File: src/imurl_pkg.sv
// shared types, constants and helpers for the imu remap and accel low-pass block
// no dependencies
`default_nettype none

package imurl_pkg;

  localparam int AXES    = 3;
  localparam int FRAC    = 12;
  localparam int Q_W     = 16 + FRAC;
  localparam int PROD_W  = 60;
  localparam int ACC_W   = 62;
  localparam int SHIFT   = 30;
  localparam int IDX_W   = 3;

  typedef logic signed [15:0]      s16_t;
  typedef logic signed [Q_W-1:0]   q_t;
  typedef logic signed [PROD_W-1:0] prod_t;
  typedef logic signed [ACC_W-1:0]  acc_t;

  // Q2.30 filter coefficients
  localparam logic signed [31:0] COEF_A1 = 32'sd2071735500;
  localparam logic signed [31:0] COEF_A2 = -32'sd1000494913;
  localparam logic signed [31:0] COEF_B0 = 32'sd2501237;

  localparam acc_t ROUND_HALF = acc_t'(1) <<< (SHIFT - 1);
  localparam logic signed [31:0] STATE_MAX = 32'sd134217727;
  localparam logic signed [31:0] STATE_MIN = -32'sd134217728;

  typedef enum logic [IDX_W-1:0] {
    REG_GYRO_OFF_X  = 3'd0,
    REG_GYRO_OFF_Y  = 3'd1,
    REG_GYRO_OFF_Z  = 3'd2,
    REG_ACCEL_OFF_X = 3'd3,
    REG_ACCEL_OFF_Y = 3'd4,
    REG_ACCEL_OFF_Z = 3'd5
  } reg_idx_t;

  typedef struct packed {
    logic load;
    logic commit;
    logic primed;
  } lane_ctl_t;

  function automatic s16_t sat16(input logic signed [17:0] v);
    if (v > 18'sd32767) begin
      return 16'sh7fff;
    end else if (v < -18'sd32768) begin
      return 16'sh8000;
    end
    return v[15:0];
  endfunction

endpackage

`default_nettype wire

File: src/imurl_lane.sv
// one axis of the second-order low-pass: product stage, then accumulate and state update
// depends on imurl_pkg
`default_nettype none

module imurl_lane (
  input  logic                  clk,
  input  imurl_pkg::lane_ctl_t  ctl,
  input  imurl_pkg::s16_t       cal,
  output imurl_pkg::s16_t       y_int
);
  import imurl_pkg::*;

  q_t    prev;
  q_t    older;
  q_t    tap1;
  prod_t p_a1;
  prod_t p_a2;
  prod_t p_b0;

  q_t    x_q;
  q_t    y1_sel;
  q_t    y2_sel;
  prod_t m_a1;
  prod_t m_a2;
  prod_t m_b0;
  acc_t  acc;
  logic signed [31:0] rnd;
  q_t    y_next;

  // first sample primes both taps
  assign x_q    = $signed({cal, {FRAC{1'b0}}});
  assign y1_sel = ctl.primed ? prev  : x_q;
  assign y2_sel = ctl.primed ? older : x_q;

  assign m_a1 = COEF_A1 * y1_sel;
  assign m_a2 = COEF_A2 * y2_sel;
  assign m_b0 = COEF_B0 * x_q;

  assign acc = acc_t'(p_a1) + acc_t'(p_a2) + acc_t'(p_b0) + ROUND_HALF;
  assign rnd = 32'(acc >>> SHIFT);

  always_comb begin
    if (rnd > STATE_MAX) begin
      y_next = STATE_MAX[Q_W-1:0];
    end else if (rnd < STATE_MIN) begin
      y_next = STATE_MIN[Q_W-1:0];
    end else begin
      y_next = rnd[Q_W-1:0];
    end
  end

  assign y_int = y_next[Q_W-1:FRAC];

  always_ff @(posedge clk) begin
    if (ctl.load) begin
      p_a1 <= m_a1;
      p_a2 <= m_a2;
      p_b0 <= m_b0;
      tap1 <= y1_sel;
    end
    if (ctl.commit) begin
      older <= tap1;
      prev  <= y_next;
    end
  end

endmodule

`default_nettype wire

File: config.mk
export PLATFORM = sky130hd
export DESIGN_NAME = imurl_lane
export DESIGN_NICKNAME = d
export VERILOG_FILES = /design/src/imurl_pkg.sv /design/src/imurl_lane.sv
export SDC_FILE = /design/constraint.sdc
export NUM_CORES = 2
export LEC_CHECK = 0
export BUFFER_PORTS_ARGS = -buffer_cell sky130_fd_sc_hd__buf_2
export CAP_MARGIN = 5
export CORE_ASPECT_RATIO = 1.4
export CORE_UTILIZATION = 30
export DETAILED_ROUTE_END_ITERATION = 8
export PLACE_DENSITY = 0.49
export SYNTH_ARGS = -nofsm -noshare
export SYNTH_HDL_FRONTEND = slang
export SYNTH_SLANG_ARGS = --single-unit
File: constraint.sdc
create_clock -name clk -period 27.4 [get_ports clk]
set_clock_uncertainty 0.15 [all_clocks]
set_input_delay 5.48 -clock clk [delete_from_list [all_inputs] [get_ports clk]]
set_output_delay 5.48 -clock clk [all_outputs]
set_load 0.01 [all_outputs]
==> results.cfg <==
[run_status]
outcome = complete, no violations

[sta]
finalCriticalPeriod_ps = 14420
final.setup.tns_ps = 0
fmax_mhz = 69.36
period_share = 0.5262
slew_headroom = 0.3204
drv_slew = 0
setup_slack_ps = 12980
hold_viol_final = 0
finalSetupViolations = 0
rsz0062_at_grt = false
worstMarginPinSlew_ps = 1018

[cts]
clkLatencyLatePin_ps = 580
clockBufferDepth = 3
clock-root-buffer = clkbuf_16
cts_buffers = 23
cts_setup_buffers = 0
clkSlewWorstSetupHoldPaths_ps = 80
clock_sinks = 237
htree_levels = 1
cts_tree = yes
cts_resized = 0
cts_hold_buf = 0

[synthesis]
synth_compound_area_frac = 0.07689
synth_top_area_frac = 0.3700
yosysTopAreaCell = fa_1
synth_edf_count = 237
async_flop_share = 0
ys_warn_count = 0
ys_types = 98
synth_adder_area_share = 0.6023
syn_nets = 6631
synthTopCellsByArea = fa_1, ha_1, edfxtp_1, inv_1, xnor2_1
ys_ff_latch = 237
syn_area_um2 = 50640
ys_seq_area_frac = 0.1405
synth_simple_gate_area_frac = 0.04433
synth_top_family_by_area = adder cells
synth_flop_cell = edfxtp_1
syn_area_per_cell_um2 = 10.69
synth_xor_area_frac = 0.02898
synth_most_common_cell = inv_1
synth_common_cells = inv_1, ha_1, fa_1
synthCells = 4735
synth.area.mux_share = 0.001038

[setup_path]
worst-setup-path-type = in2reg
cp_max_fo = 58
critical_path_arrival_ps = 14580
cp-end-kind = flip-flop
worstSetupStartpointType = input pin
crit_top_cell = fa_1
cp_top_family = adder cells
slowest_stage = fa_1
critPathMaxStageDelay_ps = 930
cp_data_required_time_ps = 27560
path_buf_inv = 8

[cells_and_area]
nets = 6662
syn_to_final_growth_pct = 7.104
num-fill-cells = 17450
final_util = 0.3230
drive_above_1_share = 0.03221

[floorplan]
initial_core_util = 0.3016
rows = 178
ios = 36
die_area_um2 = 170500
core_um2 = 167900
die-width_um = 349.2
dieHeight_um = 488.1

[drt]
vias = 31920
ant_nets = 0
wire_per_inst_um = 21.47
drt_iter0_markers = 1490
firstDrtPassIters = 5
finalWirelength_mm = 151.0
drc = 0
vias_per_cell = 4.538

[global_routing]
grt_pass1_wl_mm = 228.1
first_global_vias = 36520
grt_usage = 0.1834
gr-total-overflow = 0
grt_max_degree = 65
antenna_found_initial = 11

[place]
port_buffers = 35
post-place-ws_ps = 12290
dp_hpwl_mm = 136.8
place.gp.congestion = 0.9489

[job]
cap_violations = 0

[min_path]
hp-class = reg2reg
cells in the final DEF (no fill, tap or decap), types with 38 or more instances in the layout:
cell / n
a21o_1: 103
a21oi_1: 182
edfxtp_1: 237
fa_1: 936
ha_1: 940
inv_1: 1373
nand2_1: 153
nor2_1: 99
o21ai_0: 65
o21bai_1: 38
xnor2_1: 108
xor2_1: 54
final cells by class:
class                   instances  area, um2  share of cell area
multi-input cells            3086      38160              0.7036
flip-flops and latches        237       7117              0.1312
inverters                    1374       5157             0.09509
well taps                    2250       2815             0.05191
clock buffers                  24      579.3             0.01068
repair buffers                 44      251.5            0.004637
clock inverters                16      152.6            0.002814
diodes                          2      5.005          0.00009228
routing by layer:
| metal | vias up | GRT usage | wire [um] |
|---|---|---|---|
| li1 | 15030 | - | - |
| met1 | 16250 | 0.2006 | 56410 |
| met2 | 438 | 0.3602 | 84140 |
| met3 | 191 | 0.008405 | 2829 |
| met4 | 4 | 0.08066 | 7627 |
| met5 | - | 0 | 17 |
metrics by stage:
stage	cell area, um2	instances	hold slack [ps]
floorplan	50640	4735	250.3
global placement	53500	6991	251.3
detailed placement	53500	6991	254.5
CTS	54230	7031	255.1
global route	54230	7032	273.2
finish	54240	7033	255.3
path summary, 6_finish.rpt:
kind	depth (start not counted)	startpoint	slack [ps]	endpoint
setup / recovery	28	ctl[0]	12980	p_a2[54]
hold / removal	0	tap1[6]	260	older[6]
setup reg to reg	26	older[2]	18280	p_a2[54]
hold reg to reg	0	tap1[6]	260	older[6]
worst reg2reg max path, delay by kind of cell, from the launching register on:
kind,cells,cell delay [ps]
adder cells (fa/ha/maj),9,5140
AO/OA/AOI/OAI,9,1860
buffers and inverters,6,900
flip-flops,1,480
AND/OR/NAND/NOR,1,240
XOR/XNOR,1,80
flip-flops by register name, summed over array words and instances, names as in the netlist:
register	cells
p_a2	57
older	28
tap1	28
prev	28
p_a1	57
p_b0	39
logic make-up (layout without fill, tap and decap cells):
kind of cell    after synthesis  in the layout
simple gates                457            457
mux                           5              5
fa+ha+maj                  1876           1876
xor+xnor                    165            165
compound gates              583            583
flops                       237            237
buf+inv                    1412           1458
other cells                   0              2
Power is not shown: default switching activity piles up to over one toggle a cycle in this logic, so the estimate is an artifact.
