`config.mk`:
```
export PLATFORM = sky130hd
export DESIGN_NAME = imurl_cal
export DESIGN_NICKNAME = d
export VERILOG_FILES = /design/src/imurl_pkg.sv /design/src/imurl_cal.sv
export SDC_FILE = /design/constraint.sdc
export NUM_CORES = 1
export LEC_CHECK = 0
export BUFFER_PORTS_ARGS = -buffer_cell sky130_fd_sc_hd__buf_4
export CORE_MARGIN = 10
export CORE_UTILIZATION = 35
export DETAILED_ROUTE_END_ITERATION = 10
export GPL_ROUTABILITY_DRIVEN = 0
export PLACE_DENSITY_LB_ADDON = 0.1
export RECOVER_POWER = 25
export SLEW_MARGIN = 30
export SYNTH_ARGS = -nofsm -noshare
export SYNTH_HDL_FRONTEND = slang
export SYNTH_SLANG_ARGS = --single-unit
```
`constraint.sdc`:
```
create_clock -name vclk -period 2.9
set_input_delay 0.435 -clock vclk [all_inputs]
set_output_delay 0.435 -clock vclk [all_outputs]
set_load 0.01 [all_outputs]
```
`src/imurl_pkg.sv`:
```
// shared types, constants and helpers for the imu remap and accel low-pass block
// no dependencies
`default_nettype none

package imurl_pkg;

  localparam int AXES    = 3;
  localparam int FRAC    = 12;
  localparam int Q_W     = 16 + FRAC;
  localparam int PROD_W  = 60;
  localparam int ACC_W   = 62;
  localparam int SHIFT   = 30;
  localparam int IDX_W   = 3;

  typedef logic signed [15:0]      s16_t;
  typedef logic signed [Q_W-1:0]   q_t;
  typedef logic signed [PROD_W-1:0] prod_t;
  typedef logic signed [ACC_W-1:0]  acc_t;

  // Q2.30 filter coefficients
  localparam logic signed [31:0] COEF_A1 = 32'sd2071735500;
  localparam logic signed [31:0] COEF_A2 = -32'sd1000494913;
  localparam logic signed [31:0] COEF_B0 = 32'sd2501237;

  localparam acc_t ROUND_HALF = acc_t'(1) <<< (SHIFT - 1);
  localparam logic signed [31:0] STATE_MAX = 32'sd134217727;
  localparam logic signed [31:0] STATE_MIN = -32'sd134217728;

  typedef enum logic [IDX_W-1:0] {
    REG_GYRO_OFF_X  = 3'd0,
    REG_GYRO_OFF_Y  = 3'd1,
    REG_GYRO_OFF_Z  = 3'd2,
    REG_ACCEL_OFF_X = 3'd3,
    REG_ACCEL_OFF_Y = 3'd4,
    REG_ACCEL_OFF_Z = 3'd5
  } reg_idx_t;

  typedef struct packed {
    logic load;
    logic commit;
    logic primed;
  } lane_ctl_t;

  function automatic s16_t sat16(input logic signed [17:0] v);
    if (v > 18'sd32767) begin
      return 16'sh7fff;
    end else if (v < -18'sd32768) begin
      return 16'sh8000;
    end
    return v[15:0];
  endfunction

endpackage

`default_nettype wire

```
`src/imurl_cal.sv`:
```
// board remap and saturating offset add for one three-axis vector
// depends on imurl_pkg
`default_nettype none

module imurl_cal (
  input  imurl_pkg::s16_t raw_x,
  input  imurl_pkg::s16_t raw_y,
  input  imurl_pkg::s16_t raw_z,
  input  imurl_pkg::s16_t off_x,
  input  imurl_pkg::s16_t off_y,
  input  imurl_pkg::s16_t off_z,
  output imurl_pkg::s16_t cal_x,
  output imurl_pkg::s16_t cal_y,
  output imurl_pkg::s16_t cal_z
);
  import imurl_pkg::*;

  logic signed [17:0] sum_x;
  logic signed [17:0] sum_y;
  logic signed [17:0] sum_z;

  // x' = y, y' = -x, z' = z
  assign sum_x = 18'(raw_y) + 18'(off_x);
  assign sum_y = 18'(off_y) - 18'(raw_x);
  assign sum_z = 18'(raw_z) + 18'(off_z);

  assign cal_x = sat16(sum_x);
  assign cal_y = sat16(sum_y);
  assign cal_z = sat16(sum_z);

endmodule

`default_nettype wire

```
==> reports/qor.csv <==
stage;metric;value;unit
power_and_ir_drop;p_leak;2.77;nW
floorplanning;initial_core_util;36.4;%
grt;grt_max_degree;16;
worst_setup_path;critPathSlowestCell;fa_2;
sta;fmax;0.325;GHz
sta;slew_violations;0;
cells_and_area;drive_gt1_share;60.4;%
outcome;status;finished, violations left;
floorplanning;rows;32;
cells_and_area;n_antenna_cell;0;
logic_synthesis;yosysSeqAreaShare;0;%
logic_synthesis;synthesis.area;0.00285;mm²
cells_and_area;seq_cell_count;0;
sta;setup_viol;45;
cells_and_area;nets;781;
grt;overflow;0;
detailed_routing;ant_nets;0;
worst_setup_path;cp-start-kind;input pin;
logic_synthesis;yosysUniqueCellTypes;58;
sta;tightest_slew;0.482;ns
power_and_ir_drop;pwr-share-comb;100.0;%
detailed_routing;initialDrtViolationCount;83;
cells_and_area;seqCellArea;0;µm²
sta;fin_ws;-0.175;ns
power_and_ir_drop;switching_share;42.7;%
cts;hold_buffers;0;
detailed_routing;vias;3855;
sta;hold_violations;0;
worst_hold_path;holdPathEnd;cal_x[0];
detailed_routing;viasPerCell;5.25;
worst_setup_path;critPathRequiredTime;2.47;ns
logic_synthesis;syn_nets;521;
cells_and_area;stdcell_area;0.00588;mm²
floorplanning;core_area;0.00781;mm²
floorplanning;die_x;110;µm
worst_hold_path;hp-class;in -> out;
worst_setup_path;crit_path_end_kind;output port;
sta;final.setup.tns;-3.84;ns
floorplanning;pin_count;144;
cells_and_area;clkbuf_count;0;
worst_setup_path;crit_type;in -> out;
job;cap_violations;0;
power_and_ir_drop;powerDensity;337;mW/mm²
grt;grt_first_pass_wirelength;19000;µm
worst_hold_path;hold_start;off_x[0];
logic_synthesis;yosysTopAreaCellShare;21.1;%
grt;gr-usage-all-layers;18.4;%
power_and_ir_drop;power.internal;0.00114;W
sta;period_share;106;%
worst_setup_path;max_stage_delay;0.34;ns
sta;rsz0062_at_grt;yes;
detailed_routing;avgRoutedWirePerCell;16.8;µm
sta;finalCriticalPeriod;3.08;ns
sta;slew_headroom;67.1;%
worst_setup_path;crit_cells;13;
floorplanning;die_y;110;µm
logic_synthesis;syn-instance-count;374;
detailed_routing;drcViolationCount;0;
grt;grt_pass1_vias;4135;
logic_synthesis;synth_top_area_cell;ha_1;
detailed_routing;firstDrtPassIters;4;
logic_synthesis;avgSynthCellArea;7.61;µm²
outcome;violations;negative setup slack;
worst_setup_path;crit_family;compound AO/OA/AOI/OAI gates;
cells_and_area;syn_to_final_growth;107;%
worst_setup_path;critPathMostFrequentCell;buf_6;
worst_hold_path;hold_depth;4;
worst_setup_path;worstPathArrival;2.64;ns
logic_synthesis;synth_area_leaders;ha_1 (21%), maj3_1 (12%), a21oi_1 (6.2%);
placed_design;portBuffers;144;
power_and_ir_drop;peakVddDrop;0.250;mV
worst_setup_path;crit_chain;buf_8 -> inv_12 -> ha_4 -> inv_2 -> fa_2 -> a21oi_2 -> o221ai_2 -> a221o_1 -> a22oi_2 -> a31oi_4 -> buf_6 -> maj3_2 -> buf_6;
power_and_ir_drop;pwr-share-clk;0;%
placed_design;postPlaceCellArea;0.00483;mm²
worst_setup_path;cp_num_buf_inv;5;
worst_setup_path;path_max_fanout;5;
logic_synthesis;yosys_warnings;0;
power_and_ir_drop;power_switching;0.000847;W
placed_design;dpl.hpwl;9040;µm
grt;antenna_found_initial;0;
floorplanning;die_area;0.0121;mm²
power_and_ir_drop;seqPwrFrac;0;%
detailed_routing;wirelength;12300;µm
cells in the mapped netlist (3+ instances only):
library cell and number:
ha_1 48, a21oi_1 35, maj3_1 34, inv_1 33, nor2_1 20, xnor2_1 20
a21o_1 16, o21ai_0 16, xor2_1 16, nand2_1 14, nand3_1 11, maj3_2 10
a211oi_1 8, o211ai_1 7, a31oi_1 6, nor3_1 6, buf_2 5, o21a_1 5
o21bai_1 5, clkbuf_1 4, a2111oi_0 3, and3_1 3, and4_1 3, fa_1 3
nand2b_1 3, nand4_1 3
worst max path at each step:
stage	startpoint	to
after floorplan	off_y[0]	cal_y[11]
after global placement	raw_x[10]	cal_y[12]
after detailed placement	raw_x[10]	cal_y[12]
after CTS	off_y[0]	cal_y[14]
after global routing	off_y[0]	cal_y[14]
final	off_y[0]	cal_y[14]
tightest hold or removal path, delay by kind of cell:
family | cells | cell delay (ns)
adder cells (fa/ha/maj) | 2 | 0.29
buffers and inverters | 2 | 0.17
repair_timing:
action / 4_1_cts / 5_1_grt
setup buffers: 24 / 9
endpoints found under the setup margin: 47 / 45
endpoints found under the hold margin: 0 / 0
pin swaps: 47 / 46
gates cloned: 4 / 1
resized for setup: 145 / 34
through the flow:
stage               utilization (%)  power, W  setup WS [ns]  cells  hold WS, ns
floorplan                         -  0.000819        -0.0397    374         1.16
global placement               61.8   0.00149         -0.535    704         1.32
detailed placement             61.9   0.00151         -0.517    704         1.33
CTS                            72.6   0.00189         -0.183    730         1.32
global route                   75.4   0.00213         -0.268    734         1.35
finish                         75.4   0.00198         -0.175    734         1.33
per-layer routing:
metal | up-vias | part of all wire (%) | GRT usage (%)
met5 | - | 0 | 0
met4 | 0 | 2.1 | 3.21
met3 | 16 | 6.4 | 3.66
met2 | 102 | 53 | 36.0
met1 | 1806 | 38 | 20.1
li1 | 1931 | - | -
layout make-up:
type               instances  area, µm²
well taps                102        128
multi-input cells        331       3250
repair buffers           268       2370
fillers                  590       1920
inverters                 33        136
power by group through the flow:
| stage | clock (W) | combinational, W | sequential (W) |
|---|---|---|---|
| floorplan | 0 | 0.000819 | 0 |
| global placement | 0 | 0.00149 | 0 |
| detailed placement | 0 | 0.00151 | 0 |
| CTS | 0 | 0.00189 | 0 |
| global route | 0 | 0.00213 | 0 |
| finish | 0 | 0.00198 | 0 |
cell usage in the layout (no fill, tap or decap), types with 4 or more instances in the layout:
cell type,Yosys,layout
a21o_1,16,16
nor2_1,20,19
a21oi_2,1,5
a211oi_2,0,4
nand3_1,11,9
o211ai_1,7,7
a21oi_1,35,29
inv_1,33,31
xnor2_1,20,19
o21ai_2,0,4
ha_1,48,32
buf_6,1,70
ha_4,0,15
o21bai_1,5,4
nand2_1,14,12
nor3_1,6,6
buf_4,0,191
maj3_2,10,44
xor2_1,16,14
o21a_1,5,5
o21ai_0,16,11
cell families (layout without fill, tap and decap cells):
family                   Yosys count  in the layout  synth area share (%)
XOR/XNOR                          36             36                  11.1
adder cells (fa/ha/maj)           95             95                  39.1
AND/OR/NAND/NOR                   73             74                  13.1
multiplexers                       1              1                 0.396
buffers and inverters             44            301                  6.68
AO/OA/AOI/OAI                    125            125                  29.6
(Power assumes the default switching activity.)
